File: config.mk
export PLATFORM = sky130hd
export DESIGN_NAME = keyed_registry_with_lease_aging_core
export DESIGN_NICKNAME = d
export VERILOG_FILES = /design/src/rtl/kra_pkg.sv /design/src/rtl/kra_ram.sv /design/src/rtl/kra_seq.sv /design/src/rtl/keyed_registry_with_lease_aging_core.sv
export SDC_FILE = /design/constraint.sdc
export NUM_CORES = 1
export LEC_CHECK = 0
export ABC_CLOCK_PERIOD_IN_PS = 8870
export BUFFER_PORTS_ARGS = -buffer_cell sky130_fd_sc_hd__buf_4
export CAP_MARGIN = 20
export CORE_UTILIZATION = 43
export CTS_BUF_LIST = sky130_fd_sc_hd__clkbuf_4 sky130_fd_sc_hd__clkbuf_8 sky130_fd_sc_hd__clkbuf_16
export DETAILED_ROUTE_END_ITERATION = 16
export MAX_ROUTING_LAYER = met4
export PLACE_DENSITY = 0.7
export SETUP_SLACK_MARGIN = 0.02
export SLEW_MARGIN = 10
export SYNTH_ARGS = -nofsm -noshare
export SYNTH_HDL_FRONTEND = slang
export SYNTH_SLANG_ARGS = --single-unit
export TNS_END_PERCENT = 100
File: constraint.sdc
create_clock -name clk -period 8.87 [get_ports clk]
set_clock_uncertainty 0.2 [all_clocks]
set_input_delay 1.774 -clock clk [delete_from_list [all_inputs] [get_ports clk]]
set_output_delay 1.774 -clock clk [all_outputs]
set_load 0.1 [all_outputs]
File: src/rtl/kra_pkg.sv
// Shared constants, types and write-port structs for the keyed registry with lease aging.
package kra_pkg;

  localparam int ENTRIES     = 16;
  localparam int KEY_BITS    = 48;
  localparam int LEASE_W     = 16;
  localparam int WANT_W      = 8;
  localparam int IDX_W       = $clog2(ENTRIES);
  localparam int CNT_W       = $clog2(ENTRIES + 1);
  localparam int CMP_W       = (CNT_W > WANT_W) ? CNT_W : WANT_W;
  localparam int LEASE_RESET = 30;

  typedef enum logic [1:0] {
    OP_REGISTER = 2'd0,
    OP_WITHDRAW = 2'd1,
    OP_LIST     = 2'd2,
    OP_TICK     = 2'd3
  } op_t;

  typedef struct packed {
    logic                we;
    logic [IDX_W-1:0]    addr;
    logic [KEY_BITS-1:0] data;
  } key_wr_t;

  typedef struct packed {
    logic               we;
    logic [IDX_W-1:0]   addr;
    logic [LEASE_W-1:0] data;
  } lease_wr_t;

endpackage

File: src/rtl/kra_ram.sv
// Generic single-write, single-read synchronous RAM with registered read data.
module kra_ram #(
  parameter int WIDTH = 8,
  parameter int DEPTH = 16,
  localparam int AW = $clog2(DEPTH)
) (
  input  logic             clk,
  input  logic             we,
  input  logic [AW-1:0]    waddr,
  input  logic [WIDTH-1:0] wdata,
  input  logic [AW-1:0]    raddr,
  output logic [WIDTH-1:0] rdata
);

  logic [WIDTH-1:0] mem [DEPTH];

  always_ff @(posedge clk) begin
    if (we) begin
      mem[waddr] <= wdata;
    end
    rdata <= mem[raddr];
  end

endmodule

File: src/rtl/kra_seq.sv
// Slot sequencer: scans the key and lease memories one slot per cycle for every item.
module kra_seq (
  input  logic                          clk,
  input  logic                          rst_n,
  input  logic                          start,
  output logic                          busy,
  input  logic [1:0]                    opcode,
  input  logic [kra_pkg::KEY_BITS-1:0]  source_key,
  input  logic [kra_pkg::WANT_W-1:0]    list_count,
  input  logic                          cfg_we,
  input  logic [kra_pkg::LEASE_W-1:0]   cfg_data,
  output logic [kra_pkg::IDX_W-1:0]     rd_addr,
  input  logic [kra_pkg::KEY_BITS-1:0]  key_rd,
  input  logic [kra_pkg::LEASE_W-1:0]   lease_rd,
  output kra_pkg::key_wr_t              key_wr,
  output kra_pkg::lease_wr_t            lease_wr,
  output logic                          out_strobe,
  output logic [kra_pkg::KEY_BITS-1:0]  out_entry_key,
  output logic                          out_last_entry
);

  typedef enum logic {
    ST_IDLE,
    ST_SCAN
  } state_t;

  state_t                         state_r, state_nxt;
  kra_pkg::op_t                   op_r, op_nxt;
  logic [kra_pkg::KEY_BITS-1:0]   key_r, key_nxt;
  logic [kra_pkg::CNT_W-1:0]      n_r, n_nxt;
  logic [kra_pkg::CNT_W-1:0]      issue_r, issue_nxt;
  logic                           pv_r, pv_nxt;
  logic [kra_pkg::IDX_W-1:0]      pidx_r, pidx_nxt;
  logic                           match_r, match_nxt;
  logic [kra_pkg::IDX_W-1:0]      match_idx_r, match_idx_nxt;
  logic                           free_r, free_nxt;
  logic [kra_pkg::IDX_W-1:0]      free_idx_r, free_idx_nxt;
  logic [kra_pkg::CNT_W-1:0]      produced_r, produced_nxt;
  logic [kra_pkg::ENTRIES-1:0]    valid_r, valid_nxt;
  logic [kra_pkg::CNT_W-1:0]      active_r, active_nxt;
  logic [kra_pkg::LEASE_W-1:0]    lease_cfg_r, lease_cfg_nxt;
  logic                           strobe_r, strobe_nxt;
  logic [kra_pkg::KEY_BITS-1:0]   okey_r, okey_nxt;
  logic                           olast_r, olast_nxt;

  logic                           issuing;
  logic                           hit;
  logic [kra_pkg::CMP_W-1:0]      want_ext;
  logic [kra_pkg::CMP_W-1:0]      active_ext;

  assign issuing    = issue_r < kra_pkg::CNT_W'(kra_pkg::ENTRIES);
  assign rd_addr    = issue_r[kra_pkg::IDX_W-1:0];
  assign hit        = pv_r && valid_r[pidx_r] && (key_rd == key_r);
  assign want_ext   = kra_pkg::CMP_W'(list_count);
  assign active_ext = kra_pkg::CMP_W'(active_r);

  always_comb begin
    state_nxt     = state_r;
    op_nxt        = op_r;
    key_nxt       = key_r;
    n_nxt         = n_r;
    issue_nxt     = issue_r;
    pv_nxt        = 1'b0;
    pidx_nxt      = pidx_r;
    match_nxt     = match_r;
    match_idx_nxt = match_idx_r;
    free_nxt      = free_r;
    free_idx_nxt  = free_idx_r;
    produced_nxt  = produced_r;
    valid_nxt     = valid_r;
    active_nxt    = active_r;
    lease_cfg_nxt = cfg_we ? cfg_data : lease_cfg_r;
    strobe_nxt    = 1'b0;
    okey_nxt      = okey_r;
    olast_nxt     = 1'b0;
    key_wr        = '0;
    lease_wr      = '0;

    case (state_r)
      ST_IDLE: begin
        if (start) begin
          state_nxt    = ST_SCAN;
          op_nxt       = kra_pkg::op_t'(opcode);
          key_nxt      = source_key;
          n_nxt        = (want_ext > active_ext) ? active_r : kra_pkg::CNT_W'(list_count);
          issue_nxt    = '0;
          match_nxt    = 1'b0;
          free_nxt     = 1'b0;
          produced_nxt = '0;
        end
      end
      ST_SCAN: begin
        if (issuing) begin
          pv_nxt    = 1'b1;
          pidx_nxt  = issue_r[kra_pkg::IDX_W-1:0];
          issue_nxt = issue_r + kra_pkg::CNT_W'(1);
        end
        if (pv_r) begin
          case (op_r)
            kra_pkg::OP_REGISTER: begin
              if (hit && !match_r) begin
                match_nxt     = 1'b1;
                match_idx_nxt = pidx_r;
              end
              if (!valid_r[pidx_r] && !free_r) begin
                free_nxt     = 1'b1;
                free_idx_nxt = pidx_r;
              end
            end
            kra_pkg::OP_WITHDRAW: begin
              if (hit && !match_r) begin
                match_nxt         = 1'b1;
                valid_nxt[pidx_r] = 1'b0;
                active_nxt        = active_r - kra_pkg::CNT_W'(1);
              end
            end
            kra_pkg::OP_LIST: begin
              if (valid_r[pidx_r] && (produced_r < n_r)) begin
                strobe_nxt   = 1'b1;
                okey_nxt     = key_rd;
                olast_nxt    = (produced_r + kra_pkg::CNT_W'(1)) == n_r;
                produced_nxt = produced_r + kra_pkg::CNT_W'(1);
              end
            end
            kra_pkg::OP_TICK: begin
              if (valid_r[pidx_r]) begin
                if (lease_rd == '0) begin
                  valid_nxt[pidx_r] = 1'b0;
                  active_nxt        = active_r - kra_pkg::CNT_W'(1);
                end else begin
                  lease_wr.we   = 1'b1;
                  lease_wr.addr = pidx_r;
                  lease_wr.data = lease_rd - kra_pkg::LEASE_W'(1);
                end
              end
            end
            default: begin
            end
          endcase
        end
        if (!issuing && !pv_r) begin
          state_nxt = ST_IDLE;
          if (op_r == kra_pkg::OP_REGISTER) begin
            if (match_r) begin
              lease_wr.we   = 1'b1;
              lease_wr.addr = match_idx_r;
              lease_wr.data = lease_cfg_r;
            end else if (free_r) begin
              lease_wr.we           = 1'b1;
              lease_wr.addr         = free_idx_r;
              lease_wr.data         = lease_cfg_r;
              key_wr.we             = 1'b1;
              key_wr.addr           = free_idx_r;
              key_wr.data           = key_r;
              valid_nxt[free_idx_r] = 1'b1;
              active_nxt            = active_r + kra_pkg::CNT_W'(1);
            end
          end
        end
      end
      default: begin
        state_nxt = ST_IDLE;
      end
    endcase
  end

  always_ff @(posedge clk) begin
    if (!rst_n) begin
      state_r     <= ST_IDLE;
      op_r        <= kra_pkg::OP_REGISTER;
      key_r       <= '0;
      n_r         <= '0;
      issue_r     <= '0;
      pv_r        <= 1'b0;
      pidx_r      <= '0;
      match_r     <= 1'b0;
      match_idx_r <= '0;
      free_r      <= 1'b0;
      free_idx_r  <= '0;
      produced_r  <= '0;
      valid_r     <= '0;
      active_r    <= '0;
      lease_cfg_r <= kra_pkg::LEASE_W'(kra_pkg::LEASE_RESET);
      strobe_r    <= 1'b0;
      okey_r      <= '0;
      olast_r     <= 1'b0;
    end else begin
      state_r     <= state_nxt;
      op_r        <= op_nxt;
      key_r       <= key_nxt;
      n_r         <= n_nxt;
      issue_r     <= issue_nxt;
      pv_r        <= pv_nxt;
      pidx_r      <= pidx_nxt;
      match_r     <= match_nxt;
      match_idx_r <= match_idx_nxt;
      free_r      <= free_nxt;
      free_idx_r  <= free_idx_nxt;
      produced_r  <= produced_nxt;
      valid_r     <= valid_nxt;
      active_r    <= active_nxt;
      lease_cfg_r <= lease_cfg_nxt;
      strobe_r    <= strobe_nxt;
      okey_r      <= okey_nxt;
      olast_r     <= olast_nxt;
    end
  end

  assign busy           = state_r != ST_IDLE;
  assign out_strobe     = strobe_r;
  assign out_entry_key  = okey_r;
  assign out_last_entry = olast_r;

  a_active_count: assert property (@(posedge clk) disable iff (!rst_n)
    active_r == kra_pkg::CNT_W'($countones(valid_r)))
    else $error("active count differs from the number of valid slots");

  a_produced_bound: assert property (@(posedge clk) disable iff (!rst_n)
    produced_r <= n_r)
    else $error("list answer produced more items than requested");

  a_strobe_from_list: assert property (@(posedge clk) disable iff (!rst_n)
    strobe_nxt |-> (state_r == ST_SCAN) && (op_r == kra_pkg::OP_LIST))
    else $error("result item raised outside a list scan");

  a_key_write_register: assert property (@(posedge clk) disable iff (!rst_n)
    key_wr.we |-> (op_r == kra_pkg::OP_REGISTER) && lease_wr.we && !valid_r[key_wr.addr])
    else $error("key write outside a register item or into a valid slot");

  a_scan_ends_idle: assert property (@(posedge clk) disable iff (!rst_n)
    (state_r == ST_SCAN) && !issuing && !pv_r |=> (state_r == ST_IDLE))
    else $error("scan did not return to idle");

endmodule

File: src/rtl/keyed_registry_with_lease_aging_core.sv
// Top level of the keyed registry with lease aging: key and lease memories plus the sequencer.
//
//   Channel  Handshake          Payload
//   input    start, busy        in_opcode, in_source_key, in_list_count
//   result   out_strobe         out_entry_key, out_last_entry
//   config   cfg_we             cfg_data (lease_ticks)
//
// Every item scans all slots, one slot per cycle through the single read port of the
// memories, and holds busy high from acceptance until the scan is done.
// The next item is accepted only once busy has fallen, so items never overlap.
// List results appear at most one per cycle during the scan; each is registered from its slot's read data.
// Reset is synchronous and clears all slots; no clearing pass is needed.
// The receiver cannot stall results; the source is held off by busy.
module keyed_registry_with_lease_aging_core (
  input  logic                          clk,
  input  logic                          rst_n,
  input  logic                          start,
  output logic                          busy,
  input  logic [1:0]                    in_opcode,
  input  logic [kra_pkg::KEY_BITS-1:0]  in_source_key,
  input  logic [kra_pkg::WANT_W-1:0]    in_list_count,
  output logic                          out_strobe,
  output logic [kra_pkg::KEY_BITS-1:0]  out_entry_key,
  output logic                          out_last_entry,
  input  logic                          cfg_we,
  input  logic [kra_pkg::LEASE_W-1:0]   cfg_data
);

  logic [kra_pkg::IDX_W-1:0]    rd_addr;
  logic [kra_pkg::KEY_BITS-1:0] key_rd;
  logic [kra_pkg::LEASE_W-1:0]  lease_rd;
  kra_pkg::key_wr_t             key_wr;
  kra_pkg::lease_wr_t           lease_wr;

  kra_ram #(
    .WIDTH (kra_pkg::KEY_BITS),
    .DEPTH (kra_pkg::ENTRIES)
  ) u_key_mem (
    .clk   (clk),
    .we    (key_wr.we),
    .waddr (key_wr.addr),
    .wdata (key_wr.data),
    .raddr (rd_addr),
    .rdata (key_rd)
  );

  kra_ram #(
    .WIDTH (kra_pkg::LEASE_W),
    .DEPTH (kra_pkg::ENTRIES)
  ) u_lease_mem (
    .clk   (clk),
    .we    (lease_wr.we),
    .waddr (lease_wr.addr),
    .wdata (lease_wr.data),
    .raddr (rd_addr),
    .rdata (lease_rd)
  );

  kra_seq u_seq (
    .clk            (clk),
    .rst_n          (rst_n),
    .start          (start),
    .busy           (busy),
    .opcode         (in_opcode),
    .source_key     (in_source_key),
    .list_count     (in_list_count),
    .cfg_we         (cfg_we),
    .cfg_data       (cfg_data),
    .rd_addr        (rd_addr),
    .key_rd         (key_rd),
    .lease_rd       (lease_rd),
    .key_wr         (key_wr),
    .lease_wr       (lease_wr),
    .out_strobe     (out_strobe),
    .out_entry_key  (out_entry_key),
    .out_last_entry (out_last_entry)
  );

endmodule

== Word level (Yosys, flattened, before mapping) ==
Memory sizes are Yosys's and may differ from the RTL's. A register that Yosys moved wholly into a read port is not among the register bits.
Index checks and enable logic that the tools add are counted.
W data, S select, Z words.

* Word-level logic and storage cells: 143
* Register bits after elaboration: 168
* Output and inout port bits: 51
* Input bits: 78
* Memories kept: 2
* Memory bits (writable): 1,024

* Add/subtract/negate cells: 5
* Multiplexer cells: 65
* Order comparisons: 7
* Equal/unequal tests: 14
* Reduce and logical (&&, ||, !) cells: 28
* Bitwise logic cells: 4

{| class="wikitable"
|+ Memories
! memory !! words !! width !! read ports !! clocked after memory_dff !! wr ports !! line !! RTL
|-
| u_key_mem.mem || 16 || 48 || 1 || 1 || 1 || kra_ram.sv:15 || <nowiki>logic [WIDTH-1:0] mem [DEPTH];</nowiki>
|-
| u_lease_mem.mem || 16 || 16 || 1 || 1 || 1 || kra_ram.sv:15 ||
|}

{| class="wikitable"
|+ Operator list
! operator !! count
|-
| $mux W53 || 5
|-
| $mux W21 || 9
|-
| $mux W16 || 9
|-
| $mux W5 || 14
|-
| $eq A48 B48 Y1 || 1
|-
| $pmux W16 S2 || 1
|-
| $pmux W5 S2 || 3
|-
| $reduce_and A4 Y1 || 7
|-
| $mux W1 || 18
|-
| $ne A2 B2 Y1 const B || 9
|-
| $and A16 B16 Y16 || 1
|-
| $logic_not A16 Y1 || 1
|-
| $not A16 Y16 || 1
|-
| $or A16 B16 Y16 || 1
|-
| $sub A16 B1 Y16 const B || 1
|-
| $add A5 B1 Y5 const B || 3
|-
| $lt A4 B5 Y1 const B || 2
|-
| $demux W1 S4 || 2
|-
| $ge A4 B1 Y1 const B || 2
|-
| $gt A8 B5 Y1 || 1
|-
| $logic_and A1 B1 Y1 || 8
|-
| $reduce_and A2 Y1 || 4
|-
| $pmux W1 S2 || 3
|-
| $eq A5 B5 Y1 || 1
|-
| other kinds (11) || 16
|}

== Logic depth before layout (Yosys ltp) ==
* Depth in word-level cells: 16
* Mapped depth: 11
* Depth with buffers taken out: 9

== Hierarchy ==
From an unflattened synthesis, not the netlist that was laid out.

* Cell total of the unflattened synthesis: 2,683
* Area, all modules: 48,237.5 um2

{| class="wikitable"
|+ Modules (own cells, without submodules)
! module !! area an instance (um2) !! sequential area each (um2) !! cells an instance !! times used
|-
| kra_ram at u_key_mem || 29,694.7 || 24,023.0 || 1,242 || 1
|-
| kra_ram at u_lease_mem || 10,042.1 || 8,007.7 || 432 || 1
|-
| kra_seq || 8,500.7 || 3,363.2 || 1,009 || 1
|}

== Least setup slack after synthesis ==
No wires, ideal clock.

* Path kind: register to register
* From: reg u_seq.state_r (netlist: u_seq.busy)
* To: reg u_seq.valid_r[1] in the netlist's numbering
* Cell stages (with the launch flop): 7
* Slack: 2.835 ns
* Required time: 8.595 ns
* Clock period less this slack: 6.035 ns
* Arrival: 5.760 ns
* Buffers on the path: 1
* Library setup time: 0.075 ns
* Cells stage by stage: dfxtp_1 > clkbuf_1 > clkinv_1 > nor2_1 > nand3b_1 > nor3_1 > o221a_1

{| class="wikitable"
|+ RTL lines
! item !! line !! RTL
|-
| start: declaration || kra_seq.sv:27 || <nowiki>state_t state_r, state_nxt;</nowiki>
|-
| start signal: assignment || kra_seq.sv:188 || <nowiki>state_r <= state_nxt;</nowiki>
|-
| end signal: assignment || kra_seq.sv:200 || <nowiki>valid_r <= valid_nxt;</nowiki>
|-
| end: declaration || kra_seq.sv:39 || <nowiki>logic [kra_pkg::ENTRIES-1:0] valid_r, valid_nxt;</nowiki>
|}

== Worst setup path after layout ==
* From: reg u_seq.op_r[1]
* To: mem u_key_mem.mem[2][37] in the netlist's numbering (enable)

* Cells in the longest elaborated chain, start to end: 6

{| class="wikitable"
|+ Ends and longest elaborated chain
! item !! line !! RTL
|-
| start: declaration || kra_seq.sv:28 || <nowiki>kra_pkg::op_t op_r, op_nxt;</nowiki>
|-
| start signal: assignment || kra_seq.sv:170 || <nowiki>op_r <= kra_pkg::OP_REGISTER;</nowiki>
|-
| start signal: assignment || kra_seq.sv:189 || <nowiki>op_r <= op_nxt;</nowiki>
|-
| $logic_not A2 Y1 (*) || kra_seq.sv:143 || <nowiki>if (op_r == kra_pkg::OP_REGISTER) begin</nowiki>
|-
| $mux W53 (*) || kra_seq.sv:143 ||
|-
| $mux W53 (*) || kra_seq.sv:141 || <nowiki>if (!issuing && !pv_r) begin</nowiki>
|-
| $mux W53 (*) || kra_seq.sv:79 || <nowiki>case (state_r)</nowiki>
|-
| $mux W1 || kra_ram.sv:18 || <nowiki>if (we) begin</nowiki>
|-
| $mux W1 (not written as such) || kra_ram.sv:19 || <nowiki>mem[waddr] <= wdata;</nowiki>
|-
| end: declaration || kra_ram.sv:15 ||
|}

Every way passes the cells marked *; elsewhere a longest branch is shown, timed or not.

==> out/qor.yml <==
run_status:
  status: "complete, no violations"
cells_and_area:
  area_growth_pct: 14.11
  post-route-cell-area_um2: 55510
  instances_no_fill: 4428
  filler_cell_count: 9126
  finalNetCount: 2914
  final_layout_size_suffix_gt1_frac: 0.2656
power_and_ir_drop:
  power.density_nw_per_um2: 212.8
  worst_ir_drop_vdd_v: 0.0001801
  total_power_of_the_final_layout_mw: 11.81
  total_leakage_power_nw: 16.03
grt:
  wire_length_of_the_first_global_routing_pass_um: 172000
  grt_remaining_overflow: 0
  grt_start_max_net_pins: 132
  grt_pass1_vias: 25110
  grt_antenna_before_repair: 2
  grt.total_usage: 0.2098
min_path:
  whs_endpoint: "u_seq.out_entry_key[8]"
  timing.hold.worst.class: "flip-flop to flip-flop"
  hp-start: "u_seq.out_entry_key[8]"
  hold-path-cell-count: 2
route:
  drt_iter0_markers: 3161
  drt-total-wl_um: 117500
  drt_pass1_iterations: 6
  drt.antenna.violating_nets: 0
  dr_total_vias: 25970
  drt_drc_violations_left: 0
  avgRoutedWirePerCell_um: 26.53
  detail_route.vias_per_cell: 5.865
floorplan:
  die_w_um: 338.3
  io-pin-count: 129
  die_area_um2: 114500
  number_of_core_rows: 123
  start_util: 0.4330
  fp.dieH_um: 338.3
  core-area_um2: 112300
synthesis:
  synth_flop_cell: "edfxtp_1"
  synth.ff_latch_count: 1256
  synthCells: 2682
  synth.cell_area_um2: 48650
  number_of_flops_mapped_to_enable_cells_by_yosys: 1024
  yosysSeqAreaShare: 0.7276
  synth_top_cell_area_share: 0.6321
  yosys.area.top_type: "edfxtp_1"
  async_flop_share: 0
  syn_avg_cell_area_um2: 18.14
  total_number_of_yosys_warnings: 0
  synth_top_cells_by_count: "edfxtp_1, mux4_2, nand2_1"
  synth_fp_nets: 2775
  netlist_top_cells_area: "edfxtp_1, mux4_2, dfxtp_1, nand2_1, a21oi_1"
  synth.distinct_cells: 78
  yosysMostFrequentCell: "edfxtp_1"
clock_tree:
  post_cts_resized: 0
  clock_path_buffers: 3
  cts_tree: "done"
  ctsHoldBuffers: 0
  cts-htree-levels: 3
  clock_insertion_delay_worst_skew_ps: 730
  cts_inserted_buffers: 117
  cts.clk_slew.worst_paths_ps: 70
  cts.sink_count: 1256
  cts_root_buf: "clkbuf_16"
  cts_setup_buffers: 0
timing:
  fmax_mhz: 220.5
  post-route-min-period_ps: 4535
  worst_slew_margin_rel: 0.2363
  timing.final.crit_share: 0.5113
  final-hold-violation-count: 0
  rsz0062_at_grt: "no"
  fin_worst_hold_slack_ps: 252.9
  max_slew.worst_pin.slew_ps: 1144
  report.final.setup_viol: 0
  report.final.slew_viol_count: 0
  totalNegativeSetupSlack_ps: 0
critical_path:
  crit_path_max_fanout: 53
  worst_setup_path_end_kind: "flip-flop"
  regToRegSetupSlack_ps: 4330
  path_class: "flip-flop to flip-flop"
  cpMaxStageDelayCell: "nor2_4"
  critical_path.cell_chain: "or4b_4 > nor2_4 > buf_4 > nand2_1 > or3_1 > nor2_4 > buf_4"
  regToRegEndpoint: "u_key_mem.mem[2][37]"
  cpPeakStageDelay_ps: 790
  worstSetupStartpointType: "flip-flop"
  regToRegStartpoint: "u_seq.op_r[1]"
  cp_data_required_time_ps: 9030
  r2r.worst_path.cells: 7
  cp_data_arrival_time_ps: 4690
place:
  port-buffer-count: 128
  detailed_place.area_um2: 51450
  place.gp.congestion: 0.9192
  place_inst: 4199
  dp_hpwl_um: 69980
run:
  timing.max_cap.violations: 0
-- where the power goes --
part | internal [mW] | switching (mW) | total [mW]
combinational | 0.123 | 0.189 | 0.312
clock | 2.95 | 2.21 | 5.16
sequential | 6.30 | 0.0387 | 6.34
-- layer usage --
| layer | track usage | part of all wire |
|---|---|---|
| met1 | 0.3046 | 0.43 |
| met2 | 0.3055 | 0.46 |
| met3 | 0.03981 | 0.096 |
| met4 | 0.05373 | 0.021 |
| met5 | - | 0 |
-- final cells by class --
type / instances / area [um^2] / share of cell area
Antenna cell: 2 / 5.005 / 0.00009016
Clock buffer: 149 / 3247 / 0.05849
Clock inverter: 75 / 777.0 / 0.01400
Inverter: 26 / 102.6 / 0.001848
Multi-Input combinational cell: 1245 / 12730 / 0.2294
Sequential cell: 1256 / 35410 / 0.6379
Tap cell: 1500 / 1877 / 0.03381
Timing Repair Buffer: 175 / 1355 / 0.02441
-- stage by stage --
step	utilization	worst slack, ps
global placement	0.4580	4387
finish	0.4941	4335
global route	0.4941	4155
CTS	0.4938	4327
floorplan	-	2835
detailed placement	0.4580	4302
-- worst max path at each step --
stage                        startpoint                    end  slack (ps)
after floorplan              u_seq.busy       u_seq.valid_r[1]        2830
after global placement    u_seq.op_r[1]   u_key_mem.mem[2][25]        4390
after detailed placement  u_seq.op_r[1]   u_key_mem.mem[2][18]        4300
after CTS                 u_seq.op_r[1]   u_key_mem.mem[2][35]        4330
after global routing      u_seq.op_r[1]  u_key_mem.mem[14][46]        4150
final                     u_seq.op_r[1]   u_key_mem.mem[2][37]        4330
-- layout by cell type (no fill, tap or decap), types with 5 or more instances in the layout --
| cell type | n |
|---|---|
| mux2i_1 | 22 |
| o21ai_0 | 32 |
| nand3b_1 | 8 |
| a211oi_1 | 8 |
| nand2b_1 | 14 |
| a21oi_1 | 133 |
| nor2_1 | 73 |
| nor2_4 | 14 |
| ha_1 | 15 |
| mux4_2 | 324 |
| a31o_2 | 5 |
| xor2_1 | 33 |
| a311oi_1 | 5 |
| a211oi_2 | 6 |
| xnor2_1 | 33 |
| o211ai_1 | 6 |
| dfxtp_1 | 227 |
| bufinv_16 | 12 |
| a31oi_1 | 14 |
| nor2_2 | 16 |
| nand3_1 | 41 |
| edfxtp_1 | 1024 |
| nor3_1 | 13 |
| clkinv_2 | 34 |
| o21a_1 | 7 |
| nor2b_1 | 9 |
| and3_1 | 51 |
| or3_1 | 10 |
| nand4_1 | 20 |
| clkbuf_16 | 119 |
| nand2_1 | 242 |
| clkinv_1 | 17 |
| buf_4 | 171 |
| nor4_1 | 15 |
| clkbuf_8 | 7 |
| clkbuf_4 | 23 |
| inv_1 | 23 |
-- worst max-delay path, delay by kind of cell (launching register included) --
family                 cells  cell delay, ps
and+or+nand+nor            5            2390
buffers and inverters      2            1050
DFF                        1             510
-- logic make-up (layout without fill, tap and decap cells) --
logic type / count (synthesis) / in the layout / synth area share
buf+inv: 181 / 425 / 0.01476
xor+xnor: 66 / 66 / 0.01188
compound gates: 253 / 253 / 0.03102
other cells: 0 / 2 / 0
simple gates: 564 / 564 / 0.05612
fa+ha+maj: 15 / 15 / 0.003858
flops: 1256 / 1256 / 0.7276
mux: 347 / 347 / 0.1548
-- state kept, by name, indices dropped and copies added (netlist names), 2 cells and up --
signal and cells:
u_key_mem.rdata 48, u_seq.pidx_r 4, u_seq.out_entry_key 48, u_seq.n_r 5, u_lease_mem.rdata 16, u_seq.produced_r 5
u_key_mem.mem 768, u_seq.free_idx_r 4, u_seq.active_r 5, u_seq.match_idx_r 4, u_seq.op_r 2, u_seq.valid_r 16
u_seq.lease_cfg_r 16, u_seq.issue_r 5, u_seq.key_r 48, u_lease_mem.mem 256
(Power assumes the default switching activity.)
